$ cat config.mk
export PLATFORM = sky130hd
export DESIGN_NAME = haze_scene_radiance_recovery_core
export DESIGN_NICKNAME = d
export VERILOG_FILES = /design/src/design/hsrr_pkg.sv /design/src/design/hsrr_div_pipe.sv /design/src/design/haze_scene_radiance_recovery_core.sv
export SDC_FILE = /design/constraint.sdc
export NUM_CORES = 2
export LEC_CHECK = 0
export ABC_AREA = 1
export BUFFER_PORTS_ARGS = -buffer_cell sky130_fd_sc_hd__buf_4
export CORE_ASPECT_RATIO = 1.75
export CORE_MARGIN = 3
export CORE_UTILIZATION = 29
export CTS_CLUSTER_DIAMETER = 30
export CTS_CLUSTER_SIZE = 8
export DETAILED_ROUTE_END_ITERATION = 6
export PLACE_DENSITY = 0.4
export SETUP_SLACK_MARGIN = 0.05
export SYNTH_ARGS = -nofsm -noshare
export SYNTH_HDL_FRONTEND = slang
export SYNTH_SLANG_ARGS = --single-unit
$ cat constraint.sdc
create_clock -name clk -period 2.7 [get_ports clk]
set_input_delay 0.405 -clock clk [delete_from_list [all_inputs] [get_ports clk]]
set_output_delay 0.405 -clock clk [all_outputs]
set_load 0.02 [all_outputs]
$ cat src/design/hsrr_pkg.sv
// Shared types and constants for the haze scene radiance recovery core.
package hsrr_pkg;

  localparam int TRANS_FRAC_BITS = 12;
  localparam int TRANS_W         = TRANS_FRAC_BITS + 1;
  localparam int PIX_W           = 8;
  localparam int NUM_CH          = 3;
  localparam int DIV_W           = PIX_W + TRANS_FRAC_BITS;
  localparam int CFG_IDX_W       = 3;
  localparam int CFG_DATA_W      = TRANS_W;

  localparam logic [PIX_W-1:0]   LIGHT_RESET = PIX_W'(225);
  localparam logic [PIX_W-1:0]   CEIL_RESET  = PIX_W'(225);
  localparam logic [TRANS_W-1:0] FLOOR_RESET = TRANS_W'(410);

  typedef enum logic [CFG_IDX_W-1:0] {
    CFG_LIGHT_BLUE  = 3'd0,
    CFG_LIGHT_GREEN = 3'd1,
    CFG_LIGHT_RED   = 3'd2,
    CFG_CEILING     = 3'd3,
    CFG_TRANS_FLOOR = 3'd4
  } cfg_idx_t;

  typedef struct packed {
    logic [PIX_W-1:0]   pixel_blue;
    logic [PIX_W-1:0]   pixel_green;
    logic [PIX_W-1:0]   pixel_red;
    logic [TRANS_W-1:0] transmission_level;
  } in_t;

  typedef struct packed {
    logic [PIX_W-1:0] clear_blue;
    logic [PIX_W-1:0] clear_green;
    logic [PIX_W-1:0] clear_red;
  } out_t;

  typedef struct packed {
    logic [NUM_CH-1:0]            neg;
    logic [NUM_CH-1:0][PIX_W-1:0] raw;
  } side_t;

endpackage

$ cat src/design/hsrr_div_pipe.sv
// Pipelined restoring divider, three lanes sharing one divisor, one quotient bit per stage.
module hsrr_div_pipe import hsrr_pkg::*; (
  input  logic                             clk,
  input  logic                             rst_n,
  input  logic                             in_valid,
  input  logic [TRANS_W-1:0]               in_divisor,
  input  logic [NUM_CH-1:0][DIV_W-1:0]     in_dividend,
  input  side_t                            in_side,
  output logic                             out_valid,
  output logic [NUM_CH-1:0][DIV_W-1:0]     out_quot,
  output logic [NUM_CH-1:0]                out_rem_nz,
  output side_t                            out_side
);

  logic                             vld_r  [DIV_W];
  logic [TRANS_W-1:0]               dvs_r  [DIV_W];
  logic [NUM_CH-1:0][TRANS_W-1:0]   rem_r  [DIV_W];
  logic [NUM_CH-1:0][DIV_W-1:0]     dq_r   [DIV_W];
  side_t                            side_r [DIV_W];

  for (genvar s = 0; s < DIV_W; s++) begin : g_stage
    logic                           vld_in;
    logic [TRANS_W-1:0]             dvs_in;
    logic [NUM_CH-1:0][TRANS_W-1:0] rem_in;
    logic [NUM_CH-1:0][DIV_W-1:0]   dq_in;
    side_t                          side_in;
    logic [NUM_CH-1:0][TRANS_W:0]   trial;
    logic [NUM_CH-1:0][TRANS_W:0]   sub;
    logic [NUM_CH-1:0]              ge;
    logic [NUM_CH-1:0][TRANS_W-1:0] rem_nxt;
    logic [NUM_CH-1:0][DIV_W-1:0]   dq_nxt;

    if (s == 0) begin : g_first
      assign vld_in  = in_valid;
      assign dvs_in  = in_divisor;
      assign rem_in  = '0;
      assign dq_in   = in_dividend;
      assign side_in = in_side;
    end else begin : g_next
      assign vld_in  = vld_r[s-1];
      assign dvs_in  = dvs_r[s-1];
      assign rem_in  = rem_r[s-1];
      assign dq_in   = dq_r[s-1];
      assign side_in = side_r[s-1];
    end

    always_comb begin
      for (int c = 0; c < NUM_CH; c++) begin
        trial[c]   = {rem_in[c], dq_in[c][DIV_W-1]};
        sub[c]     = trial[c] - {1'b0, dvs_in};
        ge[c]      = (trial[c] >= {1'b0, dvs_in});
        rem_nxt[c] = ge[c] ? sub[c][TRANS_W-1:0] : trial[c][TRANS_W-1:0];
        dq_nxt[c]  = {dq_in[c][DIV_W-2:0], ge[c]};
      end
    end

    always_ff @(posedge clk) begin
      if (!rst_n) begin
        vld_r[s] <= 1'b0;
      end else begin
        vld_r[s] <= vld_in;
      end
    end

    always_ff @(posedge clk) begin
      dvs_r[s]  <= dvs_in;
      rem_r[s]  <= rem_nxt;
      dq_r[s]   <= dq_nxt;
      side_r[s] <= side_in;
    end
  end

  always_comb begin
    for (int c = 0; c < NUM_CH; c++) begin
      out_rem_nz[c] = |rem_r[DIV_W-1][c];
    end
  end

  assign out_valid = vld_r[DIV_W-1];
  assign out_quot  = dq_r[DIV_W-1];
  assign out_side  = side_r[DIV_W-1];

endmodule

$ cat src/design/haze_scene_radiance_recovery_core.sv
// Top level of the haze scene radiance recovery core: config, pre/post stages, divider.
//
// One pixel enters per clock while busy is low. On its way to the result ports the item
// passes 23 registers: one input stage, 20 divider stages at one quotient bit each, one
// sign stage and one output register. The divider stages make up most of them. The result
// is on out_data for one cycle while out_valid is high and cannot be held off. busy is
// high only during reset and the first cycle after it; cfg_ready is always high.
module haze_scene_radiance_recovery_core import hsrr_pkg::*; (
  input  logic                  clk,
  input  logic                  rst_n,
  input  logic                  start,
  input  in_t                   in_data,
  output logic                  busy,
  input  logic                  cfg_valid,
  output logic                  cfg_ready,
  input  logic [CFG_IDX_W-1:0]  cfg_index,
  input  logic [CFG_DATA_W-1:0] cfg_data,
  output logic                  out_valid,
  output out_t                  out_data
);

  localparam int V_W = DIV_W + 2;
  localparam int LAT = DIV_W + 3;

  logic [NUM_CH-1:0][PIX_W-1:0] light_r;
  logic [PIX_W-1:0]             ceil_r;
  logic [TRANS_W-1:0]           floor_r;
  logic                         busy_r;

  assign cfg_ready = 1'b1;
  assign busy      = busy_r;

  always_ff @(posedge clk) begin
    if (!rst_n) begin
      light_r <= {NUM_CH{LIGHT_RESET}};
      ceil_r  <= CEIL_RESET;
      floor_r <= FLOOR_RESET;
      busy_r  <= 1'b1;
    end else begin
      busy_r <= 1'b0;
      if (cfg_valid && cfg_ready) begin
        unique case (cfg_idx_t'(cfg_index))
          CFG_LIGHT_BLUE:  light_r[0] <= cfg_data[PIX_W-1:0];
          CFG_LIGHT_GREEN: light_r[1] <= cfg_data[PIX_W-1:0];
          CFG_LIGHT_RED:   light_r[2] <= cfg_data[PIX_W-1:0];
          CFG_CEILING:     ceil_r     <= cfg_data[PIX_W-1:0];
          CFG_TRANS_FLOOR: floor_r    <= cfg_data[TRANS_W-1:0];
          default: ;
        endcase
      end
    end
  end

  // input stage
  logic                         in_acc;
  logic [TRANS_W-1:0]           floor_eff;
  logic [TRANS_W-1:0]           t_eff;
  logic [NUM_CH-1:0][PIX_W-1:0] raw;
  logic [NUM_CH-1:0][PIX_W-1:0] mag;
  side_t                        side_nxt;
  logic [NUM_CH-1:0][DIV_W-1:0] dvd_nxt;

  logic                         s0_vld_r;
  logic [TRANS_W-1:0]           s0_t_r;
  logic [NUM_CH-1:0][DIV_W-1:0] s0_dvd_r;
  side_t                        s0_side_r;

  assign in_acc = start && !busy_r;

  always_comb begin
    floor_eff = (floor_r == '0) ? TRANS_W'(1) : floor_r;
    t_eff     = (in_data.transmission_level < floor_eff) ? floor_eff
                                                         : in_data.transmission_level;
    raw[0] = in_data.pixel_blue;
    raw[1] = in_data.pixel_green;
    raw[2] = in_data.pixel_red;
    for (int c = 0; c < NUM_CH; c++) begin
      side_nxt.neg[c] = (raw[c] < light_r[c]);
      side_nxt.raw[c] = raw[c];
      mag[c]          = side_nxt.neg[c] ? (light_r[c] - raw[c]) : (raw[c] - light_r[c]);
      dvd_nxt[c]      = {mag[c], {TRANS_FRAC_BITS{1'b0}}};
    end
  end

  always_ff @(posedge clk) begin
    if (!rst_n) begin
      s0_vld_r <= 1'b0;
    end else begin
      s0_vld_r <= in_acc;
    end
  end

  always_ff @(posedge clk) begin
    s0_t_r    <= t_eff;
    s0_dvd_r  <= dvd_nxt;
    s0_side_r <= side_nxt;
  end

  // divider
  logic                         dv_vld;
  logic [NUM_CH-1:0][DIV_W-1:0] dv_quot;
  logic [NUM_CH-1:0]            dv_nz;
  side_t                        dv_side;

  hsrr_div_pipe u_div (
    .clk         (clk),
    .rst_n       (rst_n),
    .in_valid    (s0_vld_r),
    .in_divisor  (s0_t_r),
    .in_dividend (s0_dvd_r),
    .in_side     (s0_side_r),
    .out_valid   (dv_vld),
    .out_quot    (dv_quot),
    .out_rem_nz  (dv_nz),
    .out_side    (dv_side)
  );

  // sign stage: floor toward minus infinity
  logic [NUM_CH-1:0][DIV_W:0]   qmag;
  logic [NUM_CH-1:0][DIV_W:0]   q_nxt;
  logic                         p_vld_r;
  logic [NUM_CH-1:0][DIV_W:0]   p_q_r;
  logic [NUM_CH-1:0][PIX_W-1:0] p_raw_r;

  always_comb begin
    for (int c = 0; c < NUM_CH; c++) begin
      qmag[c]  = {1'b0, dv_quot[c]} + {{DIV_W{1'b0}}, dv_nz[c]};
      q_nxt[c] = dv_side.neg[c] ? (~qmag[c] + (DIV_W+1)'(1)) : {1'b0, dv_quot[c]};
    end
  end

  always_ff @(posedge clk) begin
    if (!rst_n) begin
      p_vld_r <= 1'b0;
    end else begin
      p_vld_r <= dv_vld;
    end
  end

  always_ff @(posedge clk) begin
    p_q_r   <= q_nxt;
    p_raw_r <= dv_side.raw;
  end

  // output stage: add light, pass the raw pixel above the ceiling, clamp at zero
  logic [NUM_CH-1:0][V_W-1:0]   v;
  logic [NUM_CH-1:0][PIX_W-1:0] res;
  logic [V_W-1:0]               ceil_ext;
  logic                         out_vld_r;
  out_t                         out_data_r;

  always_comb begin
    ceil_ext = {{(V_W-PIX_W){1'b0}}, ceil_r};
    for (int c = 0; c < NUM_CH; c++) begin
      v[c] = {{(V_W-PIX_W){1'b0}}, light_r[c]} + {p_q_r[c][DIV_W], p_q_r[c]};
      priority if (!v[c][V_W-1] && (v[c] > ceil_ext)) begin
        res[c] = p_raw_r[c];
      end else if (v[c][V_W-1]) begin
        res[c] = '0;
      end else begin
        res[c] = v[c][PIX_W-1:0];
      end
    end
  end

  always_ff @(posedge clk) begin
    if (!rst_n) begin
      out_vld_r <= 1'b0;
    end else begin
      out_vld_r <= p_vld_r;
    end
  end

  always_ff @(posedge clk) begin
    out_data_r.clear_blue  <= res[0];
    out_data_r.clear_green <= res[1];
    out_data_r.clear_red   <= res[2];
  end

  assign out_valid = out_vld_r;
  assign out_data  = out_data_r;

  a_latency: assert property (@(posedge clk) disable iff (!rst_n)
    in_acc |-> ##LAT out_valid)
    else $error("transfer did not produce a result at the pipeline latency");

  a_no_orphan: assert property (@(posedge clk) disable iff (!rst_n)
    out_valid |-> $past(in_acc, LAT))
    else $error("result without a matching input transfer");

  a_busy_reset: assert property (@(posedge clk)
    !rst_n |=> busy)
    else $error("busy low right after reset");

endmodule
Word level (Yosys, flattened, before mapping):

Memory sizes are Yosys's and may differ from the RTL's. A register that Yosys moved wholly into a read port is not among the register bits.
Cells that the tools add are included.

* memories: 5
* input bits: 57
* logic and storage cells: 317
* bits in registers: 223
* memory bits (read-only): 0
* memory bits (writable): 2800
* bits in latches: 0

* bitwise operators: 23
* magnitude comparators: 67
* multiply operators: 0
* div/mod/pow operators: 0
* reduce and logical (&&, ||, !) cells: 19
* add/subtract/negate cells: 75
* equality and inequality tests: 4
* shifts and indexed selects: 0
* multiplexer cells: 96

Memories
* u_div.dq_r: words 20, width 60, rd ports 20, clocked after memory_dff 0, write ports 20, line hsrr_div_pipe.sv:18 `logic [NUM_CH-1:0][DIV_W-1:0] dq_r [DIV_W];`
* u_div.rem_r: words 20, width 39, rd ports 20, clocked after memory_dff 0, write ports 20, line hsrr_div_pipe.sv:17 `logic [NUM_CH-1:0][TRANS_W-1:0] rem_r [DIV_W];`
* u_div.side_r: words 20, width 27, rd ports 20, clocked after memory_dff 0, write ports 20, line hsrr_div_pipe.sv:19 `side_t side_r [DIV_W];`
* u_div.dvs_r: words 20, width 13, rd ports 19, clocked after memory_dff 0, write ports 20, line hsrr_div_pipe.sv:16 `logic [TRANS_W-1:0] dvs_r [DIV_W];`
* u_div.vld_r: words 20, width 1, rd ports 20, clocked after memory_dff 1, write ports 20, line hsrr_div_pipe.sv:15 `logic vld_r [DIV_W];`

Operator list (number)
* two-way mux 13 bit: 62
* >= comparator 14 x 13 -> 1 bit: 57
* subtractor 13 bit: 57
* two-way mux 8 bit: 9
* adder 9 x 21 -> 22 bit: 3
* > comparator 22 x 8 -> 1 bit: 3
* adder 20 x 1 -> 21 bit: 3
* adder 21 x 1 -> 21 bit, second input constant: 3
* NOT 21 bit: 3
* two-way mux 20 bit: 3
* subtractor 8 bit: 6
* >= comparator 1 x 13 -> 1 bit: 3
* OR reduction 13 bit: 3
* subtractor 1 x 13 -> 13 bit: 3
* < comparator 8 bit: 3
* two-way mux 1 bit: 22
* OR 1 bit: 20
* zero test 13 bit: 1
* < comparator 13 bit: 1
* AND reduction 2 bit: 5
* equality test 3 x 2 -> 1 bit, second input constant: 2
* zero test 1 bit: 5
* logical AND 1 bit: 4
* equality test 3 x 1 -> 1 bit, second input constant: 1
* other kinds (2): 2

Longest topological paths before layout:

An unclocked memory read counts as a cell.

* depth in word-level cells: 6
* depth in mapped cells: 21

Cells and area by module:

A second synthesis with hierarchy kept.

* cells, all modules: 16992
* area, all modules: 135824.0 sq um

Modules (own cells, without submodules)
* hsrr_div_pipe: cells an instance 14785, times used 1, area an instance 121052.3 sq um, seq. area each 55793.5 sq um
* haze_scene_radiance_recovery_core: cells an instance 2207, times used 1, area an instance 14771.7 sq um, seq. area each 4484.3 sq um

Least setup slack after synthesis:

No wires, ideal clock.

* path type: register to register
* from: reg light_r[8] (netlist bit)
* to: reg out_data_r, in the netlist out_data[10]
* path buffers: 0
* cell stages (with the launch flop): 22
* data required time: 2.586 ns
* setup slack: -0.067 ns
* data arrival time: 2.653 ns
* cells stage by stage: dfxtp_1 -> ha_1 -> fa_1 -> nand3_1 -> nand2_1 -> nand2_1 -> nand3_1 -> o21ai_0 -> xnor2_1 -> ha_1 -> nand2_1 -> inv_1 -> nand2_1 -> nand2_1 -> nand2_1 -> nand2_1 -> nor2_1 -> nand2_1 -> nor3_4 -> nand2_4 -> nand3_1 -> nand2_1

RTL lines
* from (decl): line haze_scene_radiance_recovery_core.sv:25 `logic [NUM_CH-1:0][PIX_W-1:0] light_r;`
* from (signal assigned): line haze_scene_radiance_recovery_core.sv:35 `light_r <= {NUM_CH{LIGHT_RESET}};`
* to (decl): line haze_scene_radiance_recovery_core.sv:150 `out_t out_data_r;`

==> flow_summary.toml <==
[drt]
vias_per_cell = 4.56
wl_per_cell_um = 19.7
dr.pass1.iters = 7
vias = 81200
ant_nets = 0
remaining_drc_errors = 4
wl_um = 351000
drt_iter0_markers = 3331

[clocking]
cts.sinks = 2525
htree_levels = 5
cts_buffers = 461
clk_pin_slew_ns = 0.05
clk_path_buf_depth = 4
cts_tree = "done"
cts_root_buffer = "clkbuf_16"
clock_latency_ns = 0.97

[sta]
slew_headroom_pct = 52.3
fin_skew_ns = 0.110
finalCriticalPeriod_ns = 2.96
setup_ws_ns = -0.257
rsz0062_at_grt = "yes"
period_share_pct = 110
timing.fmax_mhz = 338
slew_violations = 0
worstMarginPinSlew_ns = 0.714
whs_ns = 0.135
finalSetupViolCount = 45
hold_violations = 0

[critical_path]
r2r_slack_ns = -0.26
r2r-start = "light_r[8]"
worstPathRequired_ns = 3.48
regToRegEndpoint = "out_data[9]"
cp-start-kind = "flip-flop"
worstRegToRegCells = 20
endpoint_kind = "flip-flop"
critPathKind = "flip-flop to flip-flop"
cp_max_fo = 8
crit_arrival_ns = 3.74

[yosys]
synth_area_um2 = 102000
synth_cells = 11500
yosys-top-cells-area = "dfxtp_1 50%, ha_1 11%, nand2_1 8.8%"
ys_warn_count = 0
avgSynthCellArea_um2 = 8.86
synth-async-reset-ratio_pct = 0
seq_area_frac_synth_pct = 49.7
yosys.cell_types.count = 57
synth-edff-count = 0
synth_top_cell_by_area = "dfxtp_1"
synth-main-ff-cell = "dfxtp_1"
synth_nets = 12500
synth_seq_cells = 2525
synth_top_area_share_pct = 49.7

[cells_and_area]
layout_common_cells = "2488 x dfxtp_1, 2336 x nand2_1, 961 x inv_1"
finish.utilization_pct = 38.0
fill_cells = 35300
fin_cells = 17800
final_nets = 13900
synthToLayoutAreaGrowth_pct = 30.4
drive_gt1_share_pct = 16.9
layout_commonest_cell = "dfxtp_1"

[floorplanning]
die_x_um = 454
fp-row-count = 287
start_util_pct = 29.2
coreArea_um2 = 349000
ios = 84
die_h_um = 790
die_area_um2 = 358000

[place]
dp_slack_ns = -0.465
place_hpwl_um = 287000
dp.cells = 16900
place_congestion = 0.901
numPortBuffers = 82

[status]
status = "complete, but fails checks"
violations = "design-rule violations, negative setup slack"

[power_and_ir_drop]
power_leakage_uw = 0.0607
p_per_area_nw_per_um2 = 1390
ir_worst_vdd_uv = 825

[hold_path]
worstHoldStart = "in_data[21]"
holdPathEnd = "s0_side_r[8]"
worstHoldPathType = "input pin to flip-flop"
hold-path-cell-count = 2

[grt]
grt_max_degree = 39
grt_pass1_wl_um = 515000
grt_pass1_vias = 85400
grt.overflow.total = 0
antenna_found_initial = 16
grt_usage_pct = 19.2

[job]
drv_cap = 0
power by group:
part	switching (µW)	internal (µW)	leakage (µW)
logic	43700	31500	0.0326
registers	7410	47800	0.0211
clock network	18800	35300	0.00703
total	69900	115000	0.0607
per-layer routing:
metal	global-route usage (%)	up-vias	wire [µm]	share of wire, %
met1	17.0	37700	115000	33
met3	2.38	819	9960	2.8
met2	39.1	1548	200000	57
met5	0	-	13	0.0037
met4	12.7	2	26400	7.5
li1	-	41100	-	-
cell type report:
type	instances	area (µm²)	share of cell area, %
clock buffer	536	12200	9.19
timing repair inverter	9	57.6	0.0434
antenna	10	25.0	0.0189
clock inverter	172	2430	1.83
inverter	1000	3800	2.86
tap	4624	5790	4.36
sequential	2525	50600	38.1
multi-input combinational	7815	48500	36.6
timing repair buffer	1110	9240	6.96
logic make-up after synthesis:
logic type / Yosys count / synth area share [%]
multiplexers: 4 / 0.0406
AO/OA/AOI/OAI: 2109 / 11.2
AND/OR/NAND/NOR: 4100 / 17.1
XOR/XNOR: 674 / 5.82
adder cells (fa/ha/maj): 927 / 11.9
buffers and inverters: 1149 / 4.26
other: 1 / 0.00369
flip-flops: 2525 / 49.7
cells in the mapped netlist, drive strengths merged, types with 2 or more instances:
cell     number
a211oi       10
a21boi        2
a21o         80
a21oi       722
a221oi       40
a31oi        60
and3          5
buf          11
clkbuf      138
clkinv        2
dfxtp      2525
fa           66
ha          861
inv         998
mux2i         3
nand2      2412
nand3       538
nand3b       32
nand4       179
nor2        691
nor3        109
nor4         32
o2111ai      57
o211ai       17
o21ai      1082
o21bai       15
o22ai         2
o31ai        19
or2          99
xnor2       302
xor2        372
worst max-delay path, cell delays in order (launching register included):
cell	delay, ns
dfxtp_2	0.33
ha_4	0.16
fa_2	0.35
nand3_2	0.09
nand2_4	0.06
xnor2_1	0.15
inv_1	0.10
ha_4	0.28
nand2_2	0.06
nor2_2	0.09
buf_4	0.11
nand4_1	0.10
nand2_2	0.11
nand2_1	0.06
nor2_1	0.08
nand2_1	0.09
nor3_4	0.22
buf_12	0.16
nand2_8	0.08
nand3_2	0.07
nand2_1	0.06
sequential cells by signal, indices dropped and copies added (netlist names):
signal / flops
u_div.rem_r: 780
u_div.dq_r: 714
u_div.side_r: 540
u_div.dvs_r: 247
p_q_r: 63
s0_side_r: 27
light_r: 24
out_data: 24
p_raw_r: 24
s0_dvd_r: 24
u_div.vld_r: 20
floor_r: 13
s0_t_r: 13
ceil_r: 8
busy: 1
out_valid: 1
p_vld_r: 1
s0_vld_r: 1
stage by stage:
step	power, µW	area (µm²)	TNS [ns]
6_report	185000	133000	-4.70
4_1_cts	186000	132000	-4.88
2_1_floorplan	97100	102000	0
5_1_grt	198000	133000	-14.31
3_3_place_gp	129000	115000	-20.56
3_5_place_dp	129000	115000	-21.01
how the worst max path moves through the flow:
stage	from	endpoint	cells past startpoint
floorplan	light_r[8]	out_data[10]	21
global placement	u_div.rem_r[19][20]	p_q_r[41]	17
detailed placement	u_div.rem_r[19][20]	p_q_r[41]	17
CTS	light_r[8]	out_data[8]	20
global route	light_r[8]	out_data[8]	22
finish	light_r[8]	out_data[9]	20
what timing repair did:
action | CTS | global route
setup endpoints to repair | 140 | 228
setup buffers | 46 | 39
pin swaps | 123 | 129
hold endpoints to repair | 121 | 0
resized for setup | 289 | 243
cloned | 0 | 9
hold buffers | 71 | 0
Note: power is estimated with default switching activity, not from simulation.
